## src/hdl/itaf_pkg.sv

```systemverilog
`default_nettype none

package itaf_pkg;

  // Format selector codes.
  localparam logic [1:0] CMD_SDEC   = 2'd0;
  localparam logic [1:0] CMD_UDEC   = 2'd1;
  localparam logic [1:0] CMD_HEX    = 2'd2;
  localparam logic [1:0] CMD_UNUSED = 2'd3;

  localparam int unsigned CmdW      = 2;
  localparam int unsigned ValueW    = 64;
  localparam int unsigned CharW     = 8;
  localparam int unsigned DecBits   = 32;
  localparam int unsigned DecDigits = 10;
  localparam int unsigned HexDigits = ValueW / 4;
  localparam int unsigned BcdW      = 4 * DecDigits;
  localparam int unsigned NdigW     = $clog2(HexDigits + 1);
  localparam int unsigned StepCntW  = $clog2(DecBits);

  localparam logic [CharW-1:0] CHAR_MINUS     = 8'h2d;
  localparam logic [CharW-1:0] CHAR_ZERO      = 8'h30;
  localparam logic [CharW-1:0] CHAR_X         = 8'h78;
  localparam logic [CharW-1:0] DIGIT_BASE     = 8'd48;
  localparam logic [CharW-1:0] HEX_ALPHA_BASE = 8'd55;

  // Sequencer states, one-hot.
  typedef enum logic [6:0] {
    S_IDLE  = 7'b0000001,
    S_CONV  = 7'b0000010,
    S_STRIP = 7'b0000100,
    S_SIGN  = 7'b0001000,
    S_PRE0  = 7'b0010000,
    S_PREX  = 7'b0100000,
    S_DIGIT = 7'b1000000
  } itaf_state_e;

  // ASCII code of one hex or decimal digit.
  function automatic logic [CharW-1:0] digit_char(input logic [3:0] d);
    logic [CharW-1:0] r;
    if (d < 4'd10) begin
      r = DIGIT_BASE + CharW'(d);
    end else begin
      r = HEX_ALPHA_BASE + CharW'(d);
    end
    return r;
  endfunction

endpackage

`default_nettype wire

```

## src/hdl/itaf_in_if.sv

```systemverilog
`default_nettype none

interface itaf_in_if
  import itaf_pkg::*;
();
  logic              valid;
  logic              ready;
  logic [CmdW-1:0]   cmd;
  logic [ValueW-1:0] value;

  modport source (output valid, output cmd, output value, input ready);
  modport sink   (input valid, input cmd, input value, output ready);
endinterface

`default_nettype wire

```

## src/hdl/itaf_out_if.sv

```systemverilog
`default_nettype none

interface itaf_out_if
  import itaf_pkg::*;
();
  logic             valid;
  logic             ready;
  logic [CharW-1:0] character;
  logic             last;

  modport source (output valid, output character, output last, input ready);
  modport sink   (input valid, input character, input last, output ready);
endinterface

`default_nettype wire

```

## src/hdl/itaf_dabble.sv

```systemverilog
`default_nettype none

// Binary to BCD converter: one shift-and-add-3 step per cycle over the DecBits input bits.
module itaf_dabble
  import itaf_pkg::*;
(
  input  var logic               clk_i,
  input  var logic               rst_ni,
  input  var logic               start_i,
  input  var logic [DecBits-1:0] bin_i,
  output var logic               done_o,
  output var logic [BcdW-1:0]    bcd_o
);

  logic                busy_q, busy_d;
  logic                done_q, done_d;
  logic [StepCntW-1:0] cnt_q, cnt_d;
  logic [BcdW-1:0]     bcd_q, bcd_d;
  logic [DecBits-1:0]  bin_q, bin_d;
  logic [BcdW-1:0]     adj;

  // Each BCD digit of five or more gets three added before the shift.
  always_comb begin
    for (int i = 0; i < DecDigits; i++) begin
      if (bcd_q[4*i +: 4] >= 4'd5) begin
        adj[4*i +: 4] = bcd_q[4*i +: 4] + 4'd3;
      end else begin
        adj[4*i +: 4] = bcd_q[4*i +: 4];
      end
    end
  end

  always_comb begin
    busy_d = busy_q;
    done_d = 1'b0;
    cnt_d  = cnt_q;
    bcd_d  = bcd_q;
    bin_d  = bin_q;
    if (start_i) begin
      busy_d = 1'b1;
      cnt_d  = StepCntW'(DecBits - 1);
      bcd_d  = '0;
      bin_d  = bin_i;
    end else if (busy_q) begin
      bcd_d = {adj[BcdW-2:0], bin_q[DecBits-1]};
      bin_d = {bin_q[DecBits-2:0], 1'b0};
      cnt_d = cnt_q - StepCntW'(1);
      if (cnt_q == '0) begin
        busy_d = 1'b0;
        done_d = 1'b1;
      end
    end
  end

  always_ff @(posedge clk_i or negedge rst_ni) begin
    if (!rst_ni) begin
      busy_q <= 1'b0;
      done_q <= 1'b0;
      cnt_q  <= '0;
    end else begin
      busy_q <= busy_d;
      done_q <= done_d;
      cnt_q  <= cnt_d;
    end
  end

  always_ff @(posedge clk_i) begin
    bcd_q <= bcd_d;
    bin_q <= bin_d;
  end

  assign done_o = done_q;
  assign bcd_o  = bcd_q;

endmodule

`default_nettype wire

```

## src/hdl/integer_to_ascii_formatter_unit.sv

```systemverilog
// Integer to ASCII formatter.
//
// The input channel takes one beat per value: a format selector (cmd) and a
// 64-bit value. Selector 0 prints bits 31..0 as signed decimal, 1 as unsigned
// decimal, and 2 prints all 64 bits as upper-case hex after "0x". Selector 3
// is dropped and produces no output. The output channel gives one character
// per beat, most significant digit first, with last set on the final one.
//
// Sequence: a decimal value first runs through the binary-to-BCD converter
// (shift-and-add-3 steps, then the digits are handed over); then its leading
// zero digits are suppressed one at a time, and then its characters are sent,
// the sign first for a negative value. A hex value skips the converter, has
// its leading zeros suppressed the same way, then sends "0x" and its digits.
// Fewer leading zeros mean more characters. The input is ready only while the
// sequencer is idle, so a new value is not taken before the last one is
// through; a dropped selector leaves the input open.
//
// The output register holds a character until the receiver takes it; a
// stalled receiver simply pauses the sequencer. Reset clears the sequencer
// to idle and drops the output valid.
`default_nettype none

module integer_to_ascii_formatter_unit
  import itaf_pkg::*;
(
  input  var logic clk_i,
  input  var logic rst_ni,
  itaf_in_if.sink  in_i,
  itaf_out_if.source out_o
);

  localparam int unsigned PadW = ValueW - BcdW;

  itaf_state_e state_q, state_d;
  logic              neg_q, neg_d;
  logic              hex_q, hex_d;
  logic [ValueW-1:0] dig_q, dig_d;
  logic [NdigW-1:0]  ndig_q, ndig_d;
  logic              out_valid_q, out_valid_d;
  logic [CharW-1:0]  char_q, char_d;
  logic              last_q, last_d;

  logic               accept;
  logic               out_free;
  logic [DecBits-1:0] low;
  logic               neg_in;
  logic [DecBits-1:0] mag;
  logic               dab_start;
  logic               dab_done;
  logic [BcdW-1:0]    dab_bcd;
  logic               emit;
  logic [CharW-1:0]   emit_char;
  logic               emit_last;

  assign in_i.ready = (state_q == S_IDLE);
  assign accept     = in_i.valid && in_i.ready;
  assign out_free   = !out_valid_q || out_o.ready;

  // The magnitude is formed in unsigned arithmetic, so the most negative
  // value comes out as its full magnitude.
  assign low    = in_i.value[DecBits-1:0];
  assign neg_in = (in_i.cmd == CMD_SDEC) && low[DecBits-1];
  assign mag    = neg_in ? (~low + DecBits'(1)) : low;

  itaf_dabble u_dabble (
    .clk_i   (clk_i),
    .rst_ni  (rst_ni),
    .start_i (dab_start),
    .bin_i   (mag),
    .done_o  (dab_done),
    .bcd_o   (dab_bcd)
  );

  always_comb begin
    state_d   = state_q;
    neg_d     = neg_q;
    hex_d     = hex_q;
    dig_d     = dig_q;
    ndig_d    = ndig_q;
    dab_start = 1'b0;
    emit      = 1'b0;
    emit_char = CHAR_ZERO;
    emit_last = 1'b0;

    unique case (state_q)
      S_IDLE: begin
        if (accept) begin
          case (in_i.cmd)
            CMD_SDEC, CMD_UDEC: begin
              dab_start = 1'b1;
              neg_d     = neg_in;
              hex_d     = 1'b0;
              state_d   = S_CONV;
            end
            CMD_HEX: begin
              dig_d   = in_i.value;
              ndig_d  = NdigW'(HexDigits);
              neg_d   = 1'b0;
              hex_d   = 1'b1;
              state_d = S_STRIP;
            end
            default: begin
              state_d = S_IDLE;
            end
          endcase
        end
      end
      S_CONV: begin
        if (dab_done) begin
          dig_d   = {dab_bcd, PadW'(0)};
          ndig_d  = NdigW'(DecDigits);
          state_d = S_STRIP;
        end
      end
      S_STRIP: begin
        // Drop leading zero digits, but always keep the final one.
        if ((ndig_q != NdigW'(1)) && (dig_q[ValueW-1 -: 4] == 4'd0)) begin
          dig_d  = {dig_q[ValueW-5:0], 4'd0};
          ndig_d = ndig_q - NdigW'(1);
        end else if (hex_q) begin
          state_d = S_PRE0;
        end else if (neg_q) begin
          state_d = S_SIGN;
        end else begin
          state_d = S_DIGIT;
        end
      end
      S_SIGN: begin
        if (out_free) begin
          emit      = 1'b1;
          emit_char = CHAR_MINUS;
          state_d   = S_DIGIT;
        end
      end
      S_PRE0: begin
        if (out_free) begin
          emit      = 1'b1;
          emit_char = CHAR_ZERO;
          state_d   = S_PREX;
        end
      end
      S_PREX: begin
        if (out_free) begin
          emit      = 1'b1;
          emit_char = CHAR_X;
          state_d   = S_DIGIT;
        end
      end
      S_DIGIT: begin
        if (out_free) begin
          emit      = 1'b1;
          emit_char = digit_char(dig_q[ValueW-1 -: 4]);
          emit_last = (ndig_q == NdigW'(1));
          dig_d     = {dig_q[ValueW-5:0], 4'd0};
          ndig_d    = ndig_q - NdigW'(1);
          if (ndig_q == NdigW'(1)) begin
            state_d = S_IDLE;
          end
        end
      end
      default: begin
        state_d = S_IDLE;
      end
    endcase
  end

  // Output register: loads on emit, clears once the beat is taken.
  always_comb begin
    out_valid_d = out_valid_q;
    char_d      = char_q;
    last_d      = last_q;
    if (emit) begin
      out_valid_d = 1'b1;
      char_d      = emit_char;
      last_d      = emit_last;
    end else if (out_o.ready) begin
      out_valid_d = 1'b0;
    end
  end

  always_ff @(posedge clk_i or negedge rst_ni) begin
    if (!rst_ni) begin
      state_q     <= S_IDLE;
      out_valid_q <= 1'b0;
    end else begin
      state_q     <= state_d;
      out_valid_q <= out_valid_d;
    end
  end

  always_ff @(posedge clk_i) begin
    neg_q  <= neg_d;
    hex_q  <= hex_d;
    dig_q  <= dig_d;
    ndig_q <= ndig_d;
    char_q <= char_d;
    last_q <= last_d;
  end

  assign out_o.valid     = out_valid_q;
  assign out_o.character = char_q;
  assign out_o.last      = last_q;

endmodule

`default_nettype wire

```

## src/flat_wrapper.sv

```systemverilog
// flat-port wrapper written by rule: the top's interface ports become plain ports
module integer_to_ascii_formatter_unit_flat import itaf_pkg::*;
  (clk_i, rst_ni, in_i_valid, in_i_cmd, in_i_value, in_i_ready, out_o_valid, out_o_character, out_o_last, out_o_ready);
  itaf_in_if in_i_i ();
  itaf_out_if out_o_i ();
  input  var logic clk_i;
  input  var logic rst_ni;
  input wire logic [$bits(in_i_i.valid)-1:0] in_i_valid;
  input wire logic [$bits(in_i_i.cmd)-1:0] in_i_cmd;
  input wire logic [$bits(in_i_i.value)-1:0] in_i_value;
  output wire logic [$bits(in_i_i.ready)-1:0] in_i_ready;
  output wire logic [$bits(out_o_i.valid)-1:0] out_o_valid;
  output wire logic [$bits(out_o_i.character)-1:0] out_o_character;
  output wire logic [$bits(out_o_i.last)-1:0] out_o_last;
  input wire logic [$bits(out_o_i.ready)-1:0] out_o_ready;
  assign in_i_i.valid = in_i_valid;
  assign in_i_i.cmd = in_i_cmd;
  assign in_i_i.value = in_i_value;
  assign in_i_ready = in_i_i.ready;
  assign out_o_valid = out_o_i.valid;
  assign out_o_character = out_o_i.character;
  assign out_o_last = out_o_i.last;
  assign out_o_i.ready = out_o_ready;
  integer_to_ascii_formatter_unit u_core (.clk_i(clk_i), .rst_ni(rst_ni), .in_i(in_i_i), .out_o(out_o_i));
endmodule
```

## config.mk

```make
export PLATFORM = sky130hd
export DESIGN_NAME = integer_to_ascii_formatter_unit_flat
export DESIGN_NICKNAME = d
export VERILOG_FILES = /design/src/hdl/itaf_pkg.sv /design/src/hdl/itaf_in_if.sv /design/src/hdl/itaf_out_if.sv /design/src/hdl/itaf_dabble.sv /design/src/hdl/integer_to_ascii_formatter_unit.sv /design/src/flat_wrapper.sv
export SDC_FILE = /design/constraint.sdc
export NUM_CORES = 1
export LEC_CHECK = 0
export ABC_AREA = 1
export BUFFER_PORTS_ARGS = -buffer_cell sky130_fd_sc_hd__buf_2
export CAP_MARGIN = 40
export CORE_MARGIN = 2
export CORE_UTILIZATION = 40
export DETAILED_ROUTE_END_ITERATION = 7
export PLACE_DENSITY = 0.61
export SETUP_SLACK_MARGIN = 0.2
export SYNTH_ARGS = -nofsm -noshare
export SYNTH_HDL_FRONTEND = slang
export SYNTH_HIERARCHICAL = 1
export SYNTH_SLANG_ARGS = --single-unit
```

## constraint.sdc

```tcl
create_clock -name clk_i -period 4.8 [get_ports clk_i]
set_clock_uncertainty 0.2 [all_clocks]
set_input_delay 0.24 -clock clk_i [delete_from_list [all_inputs] [get_ports clk_i]]
set_output_delay 0.24 -clock clk_i [all_outputs]
set_load 0.02 [all_outputs]
```

# ---- Yosys cells after proc, flatten, opt, wreduce, memory -nomap -nowiden
# Cells that the tools add are included.
# W data, S select, Z words.
dict set report word_totals {
  reg_bits 167
  output_inout_bits 11
  wordCells 137
}
dict set report classes {
  n_addsub 15
  order_cmp 11
  eq_ne 20
  n_mux 58
  bitwise_logic 1
  reduce_logical 19
}
# op n
set op_table {}
lappend op_table {{$mux W64} 5}
lappend op_table {{$pmux W64 S4} 1}
lappend op_table {{$mux W32} 3}
lappend op_table {{$mux W7} 10}
lappend op_table {{$pmux W7 S6} 1}
lappend op_table {{$ge A4 B3 Y1 const B} 10}
lappend op_table {{$mux W5} 8}
lappend op_table {{$add A4 B2 Y4 const B} 9}
lappend op_table {{$mux W4} 9}
lappend op_table {{$add A32 B1 Y32 const B} 1}
lappend op_table {{$not A32 Y32} 1}
lappend op_table {{$pmux W8 S3} 1}
lappend op_table {{$pmux W5 S4} 1}
lappend op_table {{$mux W8} 2}
lappend op_table {{$add A6 B4 Y7 const A} 2}
lappend op_table {{$mux W1} 13}
lappend op_table {{$ne A2 B1 Y1 const B} 5}
lappend op_table {{$sub A5 B1 Y5 const B} 2}
lappend op_table {{$ne A2 B2 Y1 const B} 4}
lappend op_table {{$eq A7 B1 Y1 const B} 1}
lappend op_table {{$eq A7 B2 Y1 const B} 1}
lappend op_table {{$eq A7 B3 Y1 const B} 1}
lappend op_table {{$eq A7 B4 Y1 const B} 1}
lappend op_table {{$eq A7 B5 Y1 const B} 1}
lappend op_table {{other kinds (25)} 31}

# ---- Longest topological paths before layout
# Gate-level depths: netlist (run 1).
dict set report depth {
  ltp_word 6
  ltp_mapped 14
  mapped_depth_nobuf 12
}

# ---- Hierarchy
# The synthesis (run 1) kept the hierarchy.
# mod n_inst cells_per_inst area_each_um2 seq_area_each_um2
set modules_own_cells {}
lappend modules_own_cells {integer_to_ascii_formatter_unit 1 643 5333.9 2573.7}
lappend modules_own_cells {itaf_dabble 1 504 3883.7 1936.9}

# ---- Worst setup path after synthesis (run 1)
# Ideal clock, no wire load.
dict set report synth_path {
  kind {reg-to-reg}
  startpoint {register u_core.state_q[1]}
  endpoint {register u_core.dig_q[0] (enable)}
  setup_ns 0.451
  arrival_time_ns 3.188
  required_ns 4.149
  path_slack_ns 0.960
  path_stages_with_launch 11
  synth_period_minus_slack_ns 3.840
  path_cell_list {dfrtp_1 -> nor2_2 -> nand2_1 -> inv_2 -> nand2_4 -> nand2_4 -> inv_2 -> nand2_4 -> inv_4 -> buf_6 -> a21oi_2}
}
dict set report synth_between {
  elab_chain_cells 4
  elab_cells_between_ends 12
  classes_between {9 x eq/ne; 3 x reduce/logical}
}
# item line
set synth_rtl {}
lappend synth_rtl {{from (decl)} integer_to_ascii_formatter_unit.sv:34} ;# itaf_state_e state_q, state_d;
lappend synth_rtl {{from (signal assigned)} integer_to_ascii_formatter_unit.sv:186} ;# state_q <= state_d;
lappend synth_rtl {{$eq A7 B1 Y1} {integer_to_ascii_formatter_unit.sv:55, integer_to_ascii_formatter_unit.sv:85}}
lappend synth_rtl {{$logic_and A1 B1 Y1} integer_to_ascii_formatter_unit.sv:56} ;# assign accept = in_i.valid && in_i.ready;
lappend synth_rtl {{$ne A2 B2 Y1 (no source line)} -}
lappend synth_rtl {{$reduce_and A6 Y1 (no source line) (*)} -}
lappend synth_rtl {{to (signal assigned)} integer_to_ascii_formatter_unit.sv:194} ;# dig_q <= dig_d;
lappend synth_rtl {{to (decl)} integer_to_ascii_formatter_unit.sv:37} ;# logic [ValueW-1:0] dig_q, dig_d;
# Mark *: on every way between the ends. The rest lies on a longest branch, timed or not.
# A chain may end at the register's enable or synchronous reset.

# ---- Worst setup path in the final report (run 1)
dict set report layout_path {
  startpoint {register u_core.state_q[4]}
  endpoint {register u_core.dig_q[30] (enable)}
}
# Same word-level chain as after synthesis.

==> results of run 1 <==
sequential cells by signal, indices dropped and copies added, names as in the netlist:
name                    cells
u_core/u_dabble/cnt_q       5
u_core/u_dabble/bcd_o      40
u_core/u_dabble/bin_q      32
u_core/out_o.character      7
u_core/u_dabble/done_o      1
u_core/dig_q               64
u_core/neg_q                1
u_core/u_dabble/busy_q      1
u_core/out_o.last           1
u_core/out_o.valid          1
u_core/ndig_q               5
u_core/hex_q                1
u_core/state_q              7
worst max-delay path, stage by stage, from the launching register on:
cell	delay, ps
dfrtp_1	420
nor2_2	170
nand2_2	100
inv_2	600
nand2_1	330
nand2_4	400
inv_4	250
a21oi_4	190
buf_4	540
path summary, 6_finish.rpt:
kind	startpoint	endpoint	depth (start not counted)
setup reg to reg	u_core/state_q[4]$_DFFE_PN0P_	u_core/dig_q[30]$_DFFE_PP_	8
setup / recovery	u_core/state_q[4]$_DFFE_PN0P_	u_core/dig_q[30]$_DFFE_PP_	8
hold / removal	in_i_value[1]	u_core/dig_q[1]$_DFFE_PP_	3
max in group asynchronous	rst_ni	u_core/state_q[0]$_DFFE_PN1P_	2
min in group asynchronous	rst_ni	u_core/out_o.valid$_DFFE_PN0P_	2
hold reg to reg	u_core/u_dabble/bcd_o[37]$_SDFFE_PP0P_	u_core/u_dabble/bcd_o[37]$_SDFFE_PP0P_	2
power by group through the flow:
stage / sequential [W] / combinational [W] / clock, W
after floorplan: 0.00262 / 0.00188 / 0
final: 0.00267 / 0.00246 / 0.00147
after global routing: 0.00275 / 0.00283 / 0.00156
after CTS: 0.00268 / 0.00247 / 0.00150
after global placement: 0.00269 / 0.00236 / 0
after detailed placement: 0.00270 / 0.00241 / 0
metrics by stage:
step | instance area [um2] | total power (W) | hold WS, ps | util [%]
finish | 10900 | 0.00660 | 7.81 | 48.2
global route | 10900 | 0.00714 | 44.1 | 48.2
CTS | 10900 | 0.00664 | 0.482 | 48.2
detailed placement | 9830 | 0.00511 | -11.7 | 43.4
global placement | 9830 | 0.00505 | -11.3 | 43.4
floorplan | 9220 | 0.00450 | -256 | -
layout by cell type, fill, tap and decap left out, types with 4 or more instances in the layout:
cell type      synthesis  layout
clkbuf_16              0      17
o21ai_0               40      40
inv_2                 13      13
buf_4                  3       8
a32oi_1               40      40
buf_2                 23      79
ha_1                  26      26
dfxtp_1               40      40
edfxtp_1             111     111
nor2_1                78      76
o21ai_1               48      48
bufinv_16              0       4
nand4_1               12      12
nand3_1               93      93
dfrtp_1               14      14
dlygate4sd3_1          0      45
nor2_2                 7       8
a21oi_1               10      10
nand2_1              413     413
xor2_1                24      24
inv_1                107     107
kinds of logic after synthesis:
| group | after synthesis | synth area share, % |
|---|---|---|
| AOI/OAI and AO/OA | 148 | 9.95 |
| xor gates and xnor gates | 24 | 2.28 |
| adders and majority gates | 26 | 3.53 |
| buffers and inverters | 162 | 7.30 |
| DFF | 166 | 48.9 |
| other | 1 | 0.0407 |
| and+or+nand+nor | 620 | 28.0 |
layer usage:
metal,track usage [%],vias up,share of wire (%)
met4,5.42,0,1.2
met3,2.86,19,4.7
li1,-,4038,-
met1,24.7,3614,46
met2,32.6,187,48
met5,0,-,0
area by class of cell:
cell class / count / share of cell area, %
clock buffers: 21 / 4.22
inverters: 121 / 4.18
flip-flops and latches: 166 / 41.3
repair buffers: 132 / 8.30
clock inverters: 11 / 1.57
multi-input cells: 819 / 37.1
well taps: 285 / 3.27
what timing repair did:
action                                 in CTS  in global routing
resized for setup                           0                  0
endpoints found under the hold margin      59                  0
hold buffers                               45                  0
==> results.md, run 1 <==
* Buffers on Ports at between 70 and 80
* Clock Power Share at 22.3%
* Die ar. at around 24000 um2
* Placed cells at 1478
* Hpwl dp at approximately 15 mm
* #FFs+latches synth at 166
* Max-slew violations at 0
* HP Class: input port to flip-flop
* Distinct cells, synth at 40
* H-tree lvl count at 4
* Area Growth Syn to Fin at 18.4%
* Synth top area share at around 36%
* Setup WS pre-CTS at 1210 ps
* Unrepaired setup endpoints after global routing: no
* Seq pwr share at approximately two fifths
* Net Sw Frac at between 30% and 40%
* Fraction of registers with async set/reset at between 9 and 10%
* Routed len/inst at 14.4 um
* Largest net degree at the start of global routing at between 60 and 70
* Grt ovf at 0
* TritonCTS clock tree: yes
* Nets at approximately 1.4k
* Top post-synthesis cells by area: edfxtp_1, nand2_1, dfxtp_1
* Status: finished, final reports clean
* Yosys top cell by area: edfxtp_1
* Post-Syn Instances at between 1k and 1.5k
* Register area at between 4000 and 5000 um2
* Global-route wire length before repair at roughly 36 mm
* Leakage at between 4 and 5 nW
* PD cells at between 600 and 700 nW/um2
* Fill cell count at roughly 2.2k
* Die width at 156 um
* P_int at between 0.004 and 0.005 W
* Crit. End Element: flip-flop
* CTS buffer count at 17
* Post-synthesis net count at about 1.2k
* Syn Area/Cell at 8.04 um2
* Predominant post-synthesis flop cell: edfxtp_1
* Setup WS post-layout at roughly 1200 ps
* Fin crit share at between 70% and 80%
* Setup violators final at 0
* Fraction of layout cells with a size suffix above 1 at about 12%
* Worst Path Required at ~4700 ps
* DRT Pass-1 Iters at 5
* Most numerous cell in the Yosys netlist: nand2_1
* Initial antenna violation count at 0
* # Post-CTS Setup Buffers at 0
* Psw at about 0.0026 W
* R2R setup slack at ~1200 ps
* Gate power share at a little under two fifths
* Detailed router's first-iteration violation count at roughly 550
* Clock Pin Slew Worst Setup and Hold Paths at 70 ps
* CP Class: flip-flop to flip-flop
* DRC violations left at 0
* Routed WL at about 22 mm
* Max rail drop VDD at 245 uV
* Worst-Margin Slew at around 860 ps
* IO Pins at 81
* Vias per Instance at a little over 5
* Mapped Area at about 9200 um2
* Sequential area share after synthesis at between 40% and 50%
* Final ANT Viol Nets at 0
* Initial Utilization at about two fifths
* Clock sink count at 166
* Post-route insts no fill at 1555
* Core area at between 20000 and 25000 um2
* Fmax at roughly 0.28 GHz
* Max FO, Critical Path at 48
* CTS Buffer Depth at 2
* Gpl congestion at around 0.88
* Max Cap Viol at 0
* Clk_lat worst skew at around 430 ps
* Clock Tree Root: clkbuf_16
* Final Hold Fails at 0
* Most common library cells after synthesis: nand2_1, edfxtp_1, inv_1
* N_diodes at 0
* Number of flops mapped to enable cells by yosys at about 110
* CP Launch Type: flip-flop
* Die Ht at around 160 um
* Area of the multi-input gates at 4050 um2
* CP arrival at 3490 ps
* Yosys warns at 6
* Vias in the first global route at about 7.4k
* FP Rows at between 50 and 60
* Total GRT Usage at about a fifth
* Final setup TNS at 0 ps
* Final Critical Period at about 3600 ps
* Vias at between 7k and 8k
* Slew headroom at between 40% and 50%
Power figures use the tool's default switching activity.
==> inputs of run 2 (changes only) <==
- clock period: 4.8 -> 3.6 ns (I/O delays scaled with it)
==> run 2 against run 1 <==
Worst hold slack better by 14 ps. Sequential power up 34%. Via count up 1.8%. Worst setup slack worse by 520 ps. Cell count up 1.7%. First-iteration DRC count up 13%. Maximum frequency up 23%. Critical endpoint is now u_core/u_dabble/bcd_o[4]$_SDFFE_PP0P_.
==> results.md, run 2 (synthesis results as in run 1) <==
* Status: finished, final reports clean
* Commonest non-fill, non-tap cell in the layout: nand2_1
* CTS buffer count at 17
* Unrepaired setup endpoints after global routing: no
* CP Buf/Inv Count at 5
* Area Growth Syn to Fin at 21.0%
* Final Critical Period at just under 3000 ps
* Met3 Use GR at approximately 3.1%
* Fmax at about 0.34 GHz
* Routed WL at ~23 mm
* Clock sink count at roughly 170
* Clock Pin Slew Worst Setup and Hold Paths at about 70 ps
* PostCTS Resize Cnt at 0
* Leakage at 5.09 nW
* Detailed router's first-iteration violation count at between 600 and 700
* Grt ovf at 0
* Met2 Track Usage GR at between 30% and 40%
* CTS Buffer Depth at 2
* FP Rows at 55
* DRC violations left at 0
* Initial Utilization at between 40% and 50%
* # Post-CTS Setup Buffers at 0
* H-tree lvl count at 4
* Hold path start: in_i_value[21]
* Hold Buf Count CTS at a little under 70
* Nets at ~1.4k
* Largest net degree at the start of global routing at ~60
* Total GRT Usage at between 15 and 20%
* Clock Tree Root: clkbuf_16
* Max-slew violations at 0
* Busiest layer in global routing: met2
* DRT Pass-1 Iters at 6
* Vias at approximately 8k
* Largest Register: u_core/dig_q
* Max rail drop VDD at 423 uV
* IO Pins at 81
* Routed len/inst at between 10 and 15 um
* CP max-delay cell: inv_2
* Buffers on Ports at 79
* R2R setup slack at approximately 660 ps
* Post-route insts no fill at between 1.5k and 2k
* Setup violators final at 0
* Max reg flops at between 60 and 70
* RR Endpoint: u_core/u_dabble/bcd_o[4]$_SDFFE_PP0P_
* Hold path cells at 3
* Die width at approximately 160 um
* Die Ht at 156 um
* Crit. End Element: flip-flop
* Die ar. at 24300 um2
* Final ANT Viol Nets at 0
* Max Cap Viol at 0
* Fin crit share at 81.8%
* Vias in the first global route at 7745
* Fraction of layout cells with a size suffix above 1 at between 10% and 20%
* Hpwl dp at between 15 and 20 mm
* Vias per Instance at between 5 and 6
* Worst Path Required at between 3000 and 4000 ps
* Most frequent cells in the layout: nand2_1, edfxtp_1, inv_1
* Final Hold Fails at 0
* Worst path depth at 12
* CP arrival at 3100 ps
* Max stage delay on crit path at ~570 ps
* Max FO, Critical Path at between 40 and 50
* Initial antenna violation count at 0
* Worst-Margin Slew at between 700 and 800 ps
* TritonCTS clock tree: yes
* CP Cell Sequence: inv_2, nand2_2, inv_2, nand2_1, inv_2, nand2_1, nor2_2, inv_2, nand2_1, inv_2, o21ai_0, o21ai_1
* R2R Path Start: u_core/state_q[5]$_DFFE_PN0P_
* Grt met1 use at between 20% and 30%
* Slew headroom at 48.4%
* Placed cells at ~1.5k
* Core area at around 23000 um2
* End of the worst hold path: u_core/dig_q[21]$_DFFE_PP_
* Global-route wire length before repair at roughly 38 mm
* Crit path top cell by count: inv_2
* CP Class: flip-flop to flip-flop
* Delay-heaviest family, CP: buffers and inverters
* Reg2reg path depth at 12
* PD cells at slightly below 800 nW/um2
* Clk_lat worst skew at ~430 ps
* Gpl congestion at about 0.89
* Final setup TNS at 0 ps
* CP Launch Type: flip-flop
* HP Class: input port to flip-flop
* N_diodes at 0
==> run 2: cell count changes in the layout (fill, tap and decap cells not counted), sizes merged <==
cell	before	now
clkinvlp	2	1
buf	87	90
clkinv	3	5
bufinv	4	2
inv	123	122
dlygate4sd3	45	68
clkbuf	21	23
==> run 2: tightest hold or removal path, stage by stage <==
cell	delay, ps
buf_2	140
inv_1	70
o21ai_1	90
==> run 2: worst max-delay path by stage <==
stage / endpoint / from / slack (ps)
final: u_core/u_dabble/bcd_o[4]$_SDFFE_PP0P_ / u_core/state_q[5]$_DFFE_PN0P_ / 660
after global routing: u_core/u_dabble/bcd_o[36]$_SDFFE_PP0P_ / u_core/state_q[5]$_DFFE_PN0P_ / 290
after CTS: u_core/u_dabble/bcd_o[20]$_SDFFE_PP0P_ / u_core/state_q[5]$_DFFE_PN0P_ / 620
after detailed placement: u_core/u_dabble/bcd_o[20]$_SDFFE_PP0P_ / u_core/state_q[5]$_DFFE_PN0P_ / 640
after global placement: u_core/u_dabble/bcd_o[36]$_SDFFE_PP0P_ / u_core/state_q[5]$_DFFE_PN0P_ / 720
after floorplan: u_core/dig_q[0]$_DFFE_PP_ / u_core/state_q[1]$_DFFE_PN0P_ / 610
==> run 2: area by class of cell <==
cell class / instances / area [um2]
Fill cell: 2170 / 11500
Sequential cell: 166 / 4510
Tap cell: 285 / 357
Clock buffer: 23 / 510
Clock inverter: 9 / 113
Timing Repair Buffer: 158 / 1160
Multi-Input combinational cell: 819 / 4050
Inverter: 121 / 457
==> run 2: layer usage <==
| layer | up-vias | part of all wire (%) |
|---|---|---|
| met4 | 0 | 1.1 |
| li1 | 4070 | - |
| met3 | 22 | 4.6 |
| met5 | - | 0 |
| met2 | 220 | 48 |
| met1 | 3685 | 46 |
==> run 2: metrics by stage <==
| stage | utilization, % | hold WS, ps | area (um2) | worst slack, ps | total power, W |
|---|---|---|---|---|---|
| floorplan | - | -316 | 9230 | 610 | 0.00600 |
| global placement | 43.5 | -80.3 | 9850 | 716 | 0.00677 |
| detailed placement | 43.5 | -81.7 | 9850 | 639 | 0.00685 |
| CTS | 49.3 | 2.30 | 11200 | 620 | 0.00888 |
| global route | 49.3 | 31.4 | 11200 | 286 | 0.00950 |
| finish | 49.3 | 22.1 | 11200 | 656 | 0.00883 |
==> run 2: where the power goes <==
group	internal, W	leakage (nW)	switching (W)
clock	0.00115	0.304	0.000777
combinational	0.00108	3.20	0.00223
sequential	0.00311	1.59	0.000485
==> inputs of run 3 (changes only) <==
- clock period: 3.6 -> 2.9 ns (I/O delays scaled with it)
==> run 3 against run 2 <==
Cell count is 0.44% higher. Critical path depth is 4 lower. Sequential power is 23% higher. Wire length is 1.7% higher. Highest routed layer unchanged.
==> results.md, run 3 (synthesis results as in run 1) <==
* Fraction of layout cells with a size suffix above 1 at approximately an eighth
* Seq pwr share at 40.8%
* Leakage at 5.11 nW
* Worst Path Required at 2780 ps
* Vias per Instance at 5.13
* IO Pins at between 80 and 90
* Routed WL at roughly 24 mm
* Max reg flops at 64
* Vias in the first global route at 7610
* Final setup TNS at 0 ps
* Worst Hold Slack at around 17 ps
* Vias at around 8.1k
* Fin crit share at 83.4%
* Status: finished, final reports clean
* Routed len/inst at 14.9 um
* Initial antenna violation count at 0
* Nets at 1386
* N_diodes at 0
* CP Launch Type: flip-flop
* Final ANT Viol Nets at 0
* Crit. End Element: flip-flop
* Clock Power Share at slightly above 20%
* Delay-heaviest family, CP: simple AND/OR/NAND/NOR gates
* Psw at 0.00441 W
* Max stage delay on crit path at approximately 430 ps
* Total GRT Usage at between 10% and 20%
* Routed length on met2 at approximately 12 mm
* Area Growth Syn to Fin at 21.3%
* Initial Utilization at 40.7%
* Gate power share at about two fifths
* # Post-CTS Setup Buffers at 0
* Die ar. at 24300 um2
* Final Critical Period at about 2400 ps
* Fin util at between 40% and 50%
* HP Class: input port to flip-flop
* Largest Register: u_core/dig_q
* Fmax at 0.414 GHz
* Met3 wire len at ~1.1 mm
* P_int at approximately 0.0064 W
* Global-route wire length before repair at around 38 mm
* Clock sink count at ~170
* PostCTS Resize Cnt at 0
* Max rail drop VDD at about 640 uV
* DRC violations left at 0
* Worst-Margin Slew at about 760 ps
* Met1 WL at roughly 11 mm
* DRT Pass-1 Iters at 5
* Net Sw Frac at approximately 41%
* CP max-delay cell: dfrtp_1
* Placed cells at ~1.5k
* CTS buffer count at 17
* Setup violators final at 0
* CTS Buffer Depth at 2
* Gpl congestion at slightly above 0.9
* TritonCTS clock tree: yes
* Unrepaired setup endpoints after global routing: no
* CP arrival at roughly 2300 ps
* Hpwl dp at 15.9 mm
* Detailed router's first-iteration violation count at between 500 and 600
* Max-slew violations at 0
* Max Cap Viol at 0
* Die width at about 160 um
* Largest net degree at the start of global routing at 70
* Buffers on Ports at slightly below 80
* Clock Pin Slew Worst Setup and Hold Paths at approximately 70 ps
* Clk_lat worst skew at between 400 and 500 ps
* Setup WS pre-CTS at 527 ps
* Hold Buf Count CTS at 70
* FP Rows at 55
* Top sig layer: met4
* CP Class: flip-flop to flip-flop
* Setup WS post-layout at a little under 500 ps
* CP Buf/Inv Count at 3
* CP Cell Sequence: nor2_2, nand4_1, nand2_4, inv_4, nand2_4, inv_4, a21oi_4, buf_12
* Commonest non-fill, non-tap cell in the layout: nand2_1
* Final Hold Fails at 0
* Most frequent cells in the layout: nand2_1, edfxtp_1, inv_1
* Grt ovf at 0
* Slew headroom at 49.0%
* Clock Tree Root: clkbuf_16
* H-tree lvl count at 4
* Post-route insts no fill at around 1.6k
* Die Ht at approximately 160 um
* Core area at between 20000 and 25000 um2
* PD cells at approximately 970 nW/um2
* Max FO, Critical Path at slightly below 70
-- run 3: changes by cell type in the layout (fill, tap and decap cells not counted) --
cell	previous run	this run
inv_4	1	2
clkbuf_8	2	1
clkinv_4	3	4
clkbuf_1	2	0
buf_12	0	1
bufinv_16	2	0
buf_4	11	15
dlygate4sd3_1	68	70
inv_8	0	2
inv_2	13	12
inv_6	1	4
clkbuf_16	19	18
-- run 3: worst min-delay path: stages --
cell	delay, ps
buf_2	110
inv_1	80
o21ai_1	180
-- run 3: layer usage --
metal,vias to the layer above,GRT usage [%]
met2,252,34.6
met3,21,3.42
met1,3773,25.4
met4,0,4.24
li1,4095,-
met5,-,0
-- run 3: final timing paths --
path | slack (ps) | end | from | cells after the start
setup / recovery | 480 | u_core/dig_q[57]$_DFFE_PP_ | u_core/state_q[4]$_DFFE_PN0P_ | 8
hold / removal | 20 | u_core/dig_q[27]$_DFFE_PP_ | in_i_value[27] | 3
setup reg to reg | 480 | u_core/dig_q[57]$_DFFE_PP_ | u_core/state_q[4]$_DFFE_PN0P_ | 8
hold reg to reg | 270 | u_core/u_dabble/bcd_o[0]$_SDFFE_PP0P_ | u_core/u_dabble/bin_q[31]$_DFFE_PP_ | 2
max in group asynchronous | 1290 | u_core/u_dabble/done_o$_DFF_PN0_ | rst_ni | 3
min in group asynchronous | 30 | u_core/state_q[0]$_DFFE_PN1P_ | rst_ni | 2
-- run 3: stage by stage --
stage          area, um2  power [W]
5_1_grt            11200     0.0117
2_1_floorplan       9230    0.00745
3_5_place_dp        9910    0.00858
6_report           11200     0.0109
3_3_place_gp        9910    0.00847
4_1_cts            11200     0.0109
-- run 3: power by group through the flow --
stage	combinational, W	clock (W)	sequential, W
CTS	0.00422	0.00227	0.00443
finish	0.00421	0.00221	0.00443
floorplan	0.00313	0	0.00432
detailed placement	0.00411	0	0.00447
global route	0.00481	0.00238	0.00454
global placement	0.00402	0	0.00445
-- run 3: layout make-up --
class	instances	area, um2
clock inverters	13	110
repair buffers	165	1230
clock buffers	19	464
multi-input cells	819	4050
flip-flops and latches	166	4510
inverters	121	459
fillers	2122	11500
well taps	285	357
